**config.mk**
```make
export PLATFORM = sky130hd
export DESIGN_NAME = gn3_perm_bank
export DESIGN_NICKNAME = d
export VERILOG_FILES = /design/src/rtl/gn3_pkg.sv /design/src/rtl/gn3_perm_bank.sv
export SDC_FILE = /design/constraint.sdc
export NUM_CORES = 2
export LEC_CHECK = 0
export ABC_CLOCK_PERIOD_IN_PS = 2450
export BUFFER_PORTS_ARGS = -buffer_cell sky130_fd_sc_hd__clkbuf_2
export CORE_MARGIN = 1.5
export CORE_UTILIZATION = 40
export DETAILED_ROUTE_END_ITERATION = 7
export PLACE_DENSITY = 0.54
export SLEW_MARGIN = 20
export SYNTH_ARGS = -nofsm -noshare
export SYNTH_HDL_FRONTEND = slang
export SYNTH_SLANG_ARGS = --single-unit
```
**constraint.sdc**
```tcl
create_clock -name clk_i -period 2.45 [get_ports clk_i]
set_input_delay 0.49 -clock clk_i [delete_from_list [all_inputs] [get_ports clk_i]]
set_output_delay 0.49 -clock clk_i [all_outputs]
set_load 0.02 [all_outputs]
```
**src/rtl/gn3_pkg.sv**
```systemverilog
// Shared types and constants for the 3D gradient noise block.
// No dependencies; imported by gn3_perm_bank, gradient_noise_3d and the testbench.

package gn3_pkg;

  // Permutation table geometry.
  localparam int TABLE_ENTRIES = 256;
  localparam int IDX_W         = 8;
  localparam int BYTE_W        = 8;

  // Result format: signed Q2.16.
  localparam int OUT_W    = 18;
  localparam int OUT_FRAC = 16;
  localparam int OUT_MAX  = 131071;
  localparam int OUT_MIN  = -131072;

  // Hash codes in the upper half that take x as the second gradient term.
  localparam logic [3:0] GRAD_X_LO = 4'd12;
  localparam logic [3:0] GRAD_X_HI = 4'd14;

  // Item kinds.
  typedef enum logic {
    OP_LOAD = 1'b0,
    OP_EVAL = 1'b1
  } opcode_e;

  // Write port of one copy of the permutation table.
  typedef struct packed {
    logic              we;
    logic [IDX_W-1:0]  addr;
    logic [BYTE_W-1:0] data;
  } perm_wr_t;

endpackage

```
**src/rtl/gn3_perm_bank.sv**
```systemverilog
// One copy of the permutation table: one write port, two registered read ports.
// Depends on gn3_pkg. Unwritten entries read as their own index.

module gn3_perm_bank import gn3_pkg::*; (
  input  logic              clk_i,
  input  logic              rst_ni,
  input  logic              en_i,
  input  perm_wr_t          wr_i,
  input  logic [IDX_W-1:0]  raddr_a_i,
  input  logic [IDX_W-1:0]  raddr_b_i,
  output logic [BYTE_W-1:0] rdata_a_o,
  output logic [BYTE_W-1:0] rdata_b_o
);

  logic [BYTE_W-1:0]        mem_q [TABLE_ENTRIES];
  logic [TABLE_ENTRIES-1:0] written_q;
  logic [BYTE_W-1:0]        rd_a_q, rd_b_q;
  logic [IDX_W-1:0]         addr_a_q, addr_b_q;
  logic                     hit_a_q, hit_b_q;

  // Storage and registered reads.
  always_ff @(posedge clk_i) begin
    if (wr_i.we) begin
      mem_q[wr_i.addr] <= wr_i.data;
    end
    if (en_i) begin
      rd_a_q   <= mem_q[raddr_a_i];
      rd_b_q   <= mem_q[raddr_b_i];
      addr_a_q <= raddr_a_i;
      addr_b_q <= raddr_b_i;
    end
  end

  // Written flags; a clear flag makes the entry read as the identity.
  always_ff @(posedge clk_i or negedge rst_ni) begin
    if (!rst_ni) begin
      written_q <= '0;
      hit_a_q   <= 1'b0;
      hit_b_q   <= 1'b0;
    end else begin
      if (wr_i.we) begin
        written_q[wr_i.addr] <= 1'b1;
      end
      if (en_i) begin
        hit_a_q <= written_q[raddr_a_i];
        hit_b_q <= written_q[raddr_b_i];
      end
    end
  end

  assign rdata_a_o = hit_a_q ? rd_a_q : addr_a_q;
  assign rdata_b_o = hit_b_q ? rd_b_q : addr_b_q;

endmodule

```
==> metrics <==
routed len/inst 35.6 µm; Max-Cap Viols 0; core footprint 266,000 µm²; measured slew at the worst slew-check pin a little over 0.8 ns; Max Slew Vio Count 0; Syn Inst Count 5,654; CP endpoint kind output pin; DR vias/cell 6.31; Power Density 712 nW/µm²; fraction of registers with async set/reset approximately 11%; Via Count 65,900; Initial DRC Count about 8,300; Die H 521 µm; Die Span X 521 µm; Highest Clock Rate 0.389 GHz; kind of start point of the critical path register; sequential area share after synthesis 64.2%; FF-to-FF End rd_b_q[3]$_DFFE_PP_; Worst EP required 1.96 ns; most frequent cells in the layout 2,080 x edfxtp_1, 1,136 x mux4_2, 889 x buf_4, 371 x a22oi_1, 284 x clkbuf_16; H-tree Lvls 5; commonest non-fill, non-tap cell in the layout edfxtp_1; count of cell types in the netlist 47; RSZ-0062 raised after global routing yes; Worst Setup Slack, final -0.118 ns; share of layout cells above drive strength 1 between 40% and 50%; r2r startpoint mem_q[112][3]$_DFFE_PP_; reg2reg path depth 7; Worst Hold End addr_b_q[7]$_DFFE_PP_; P&R area growth vs syn 24.5%; io pins 52; GP Congestion 0.932; Post-synth top flop edfxtp_1; final wirelength 372 mm; arrival time of the worst setup path 2.08 ns; Nets ~6,700; Worst-path clk slew 0.06 ns; initial antenna violation count 27; Post-DRT Antenna Nets 0; Max transition margin between 40% and 50%; Worst-Skew Late Latency 0.90 ns; hold path depth 1; Die ar. approximately 270,000 µm²; status finished, violations left; grt total ovfl 0; overall routing resource usage 27.3%; Fill cells approximately 22,000; Final Hold Violating Endpoints 0; Static Leakage between 40 and 50 nW; mapped cell area 107,000 µm²; Clock Tree Buf Depth 4; DRC 0; Worst Path Max Fanout 5; EDFF count, synth 2,080; TritonCTS clock tree built; first-pass GRT wire length between 500 and 600 mm; Hold Crit Start raddr_b_i[7]; HPWL Detailed roughly 260 mm; Sink Count 2,338; clk root buf clkbuf_16; syn_area_per_cell 19.0 µm²; setup_tns -1.43 ns; Power Total 95.2 mW; Yosys warnings 0; Fin Clk Skew 0.0733 ns; post-layout min period 2.57 ns; number of global-route vias before repair 67,000; failing checks setup timing; net count after synthesis 5,690; Hold Path Class input port to register; Final Setup Violations 29; cts bufs inserted 273; Max VDD drop 0.566 mV; input/output buffers slightly above 50; FP Rows 189; drt pass-1 iters 8; Yosys reg bits 2,338; Starting Density 40.3%; part of the cycle the worst path needs 105%; largest net degree at the start of global routing about 110; critical path class register to output pin; register-to-register setup slack -0.10 ns
==> critical path, stage by stage, from the launching register on <==
cell and delay (ns):
dfrtp_4 0.50, buf_12 0.15, mux2_4 0.36, buf_8 0.15
==> cells in the mapped netlist (28+ instances only) <==
library cell	n	area, µm²
a21oi_1	270	1350
nor4_1	68	425
o22ai_1	41	257
clkbuf_1	245	920
nand3_1	28	140
buf_6	30	338
mux2_2	29	327
nand2_1	44	165
or2_2	262	1640
buf_1	54	203
edfxtp_1	2080	62500
nor2_1	276	1040
mux2i_1	48	480
mux4_2	1136	25600
buf_2	123	616
a22oi_1	520	3900
dfrtp_1	258	6460
==> kinds of logic after synthesis <==
kind of cell,synth area share [%]
and+or+nand+nor,3.58
buffers and inverters,2.07
AOI/OAI and AO/OA,5.51
DFF,64.2
muxes,24.6
==> what timing repair did <==
action / CTS / global route
gates cloned: 6 / 2
gates resized for setup: 312 / 208
pin swaps: 71 / 94
setup buffers: 13 / 34
endpoints found under the hold margin: 86 / 0
endpoints found under the setup margin: 34 / 34
hold buffers: 4 / 0
==> area by class of cell <==
type                       count  area (µm²)  area share [%]
sequential                  2338       68900            51.6
tap                         3533        4420            3.31
multi-input combinational   2840       38400            28.7
inverter                       8        30.0          0.0225
timing repair buffer        1231       12900            9.68
clock buffer                 358        7500            5.62
antenna                       11        27.5          0.0206
clock inverter               132        1360            1.02
==> worst max-delay path by stage <==
stage,start,cells past startpoint,end
floorplan,raddr_a_i[0],10,rd_a_q[0]$_DFFE_PP_
global placement,raddr_b_i[0],11,rd_b_q[2]$_DFFE_PP_
detailed placement,raddr_b_i[0],11,rd_b_q[2]$_DFFE_PP_
CTS,hit_b_q$_DFFE_PN0P_,3,rdata_b_o[4]
global route,mem_q[51][3]$_DFFE_PP_,7,rd_a_q[3]$_DFFE_PP_
finish,hit_b_q$_DFFE_PN0P_,3,rdata_b_o[5]
==> per-layer routing <==
layer,share of wire [%],vias up,routed length [µm],GRT usage (%)
li1,-,26300,-,-
met1,40,35500,149000,38.3
met2,46,3446,172000,42.0
met3,9.4,674,34900,5.46
met5,0.022,-,82,0
met4,4.3,12,16000,10.8
==> report_power, final <==
group,leakage (nW),internal [mW],switching [mW]
Clock,4.33,24.2,16.7
Combinational,18.8,4.50,5.53
Sequential,22.2,43.9,0.354
==> sequential cells by signal, indices dropped and copies added, names as in the netlist <==
register,flops
addr_a_q,8
addr_b_q,8
hit_a_q,1
rd_b_q,8
written_q,256
mem_q,2048
rd_a_q,8
hit_b_q,1
==> stage by stage <==
| step | hold slack (ns) | util, % | instances | setup slack, ns | cell area, µm² |
|---|---|---|---|---|---|
| 3_5_place_dp | 0.470 | 45.7 | 9911 | -1.57 | 122000 |
| 3_3_place_gp | 0.464 | 45.7 | 9911 | -1.58 | 122000 |
| 4_1_cts | 0.0283 | 49.8 | 10400 | -0.113 | 132000 |
| 6_report | 0.0444 | 50.2 | 10500 | -0.118 | 134000 |
| 2_1_floorplan | 0.194 | - | 5654 | -0.128 | 108000 |
| 5_1_grt | -0.00915 | 50.2 | 10400 | -0.181 | 134000 |
(Power assumes the default switching activity.)
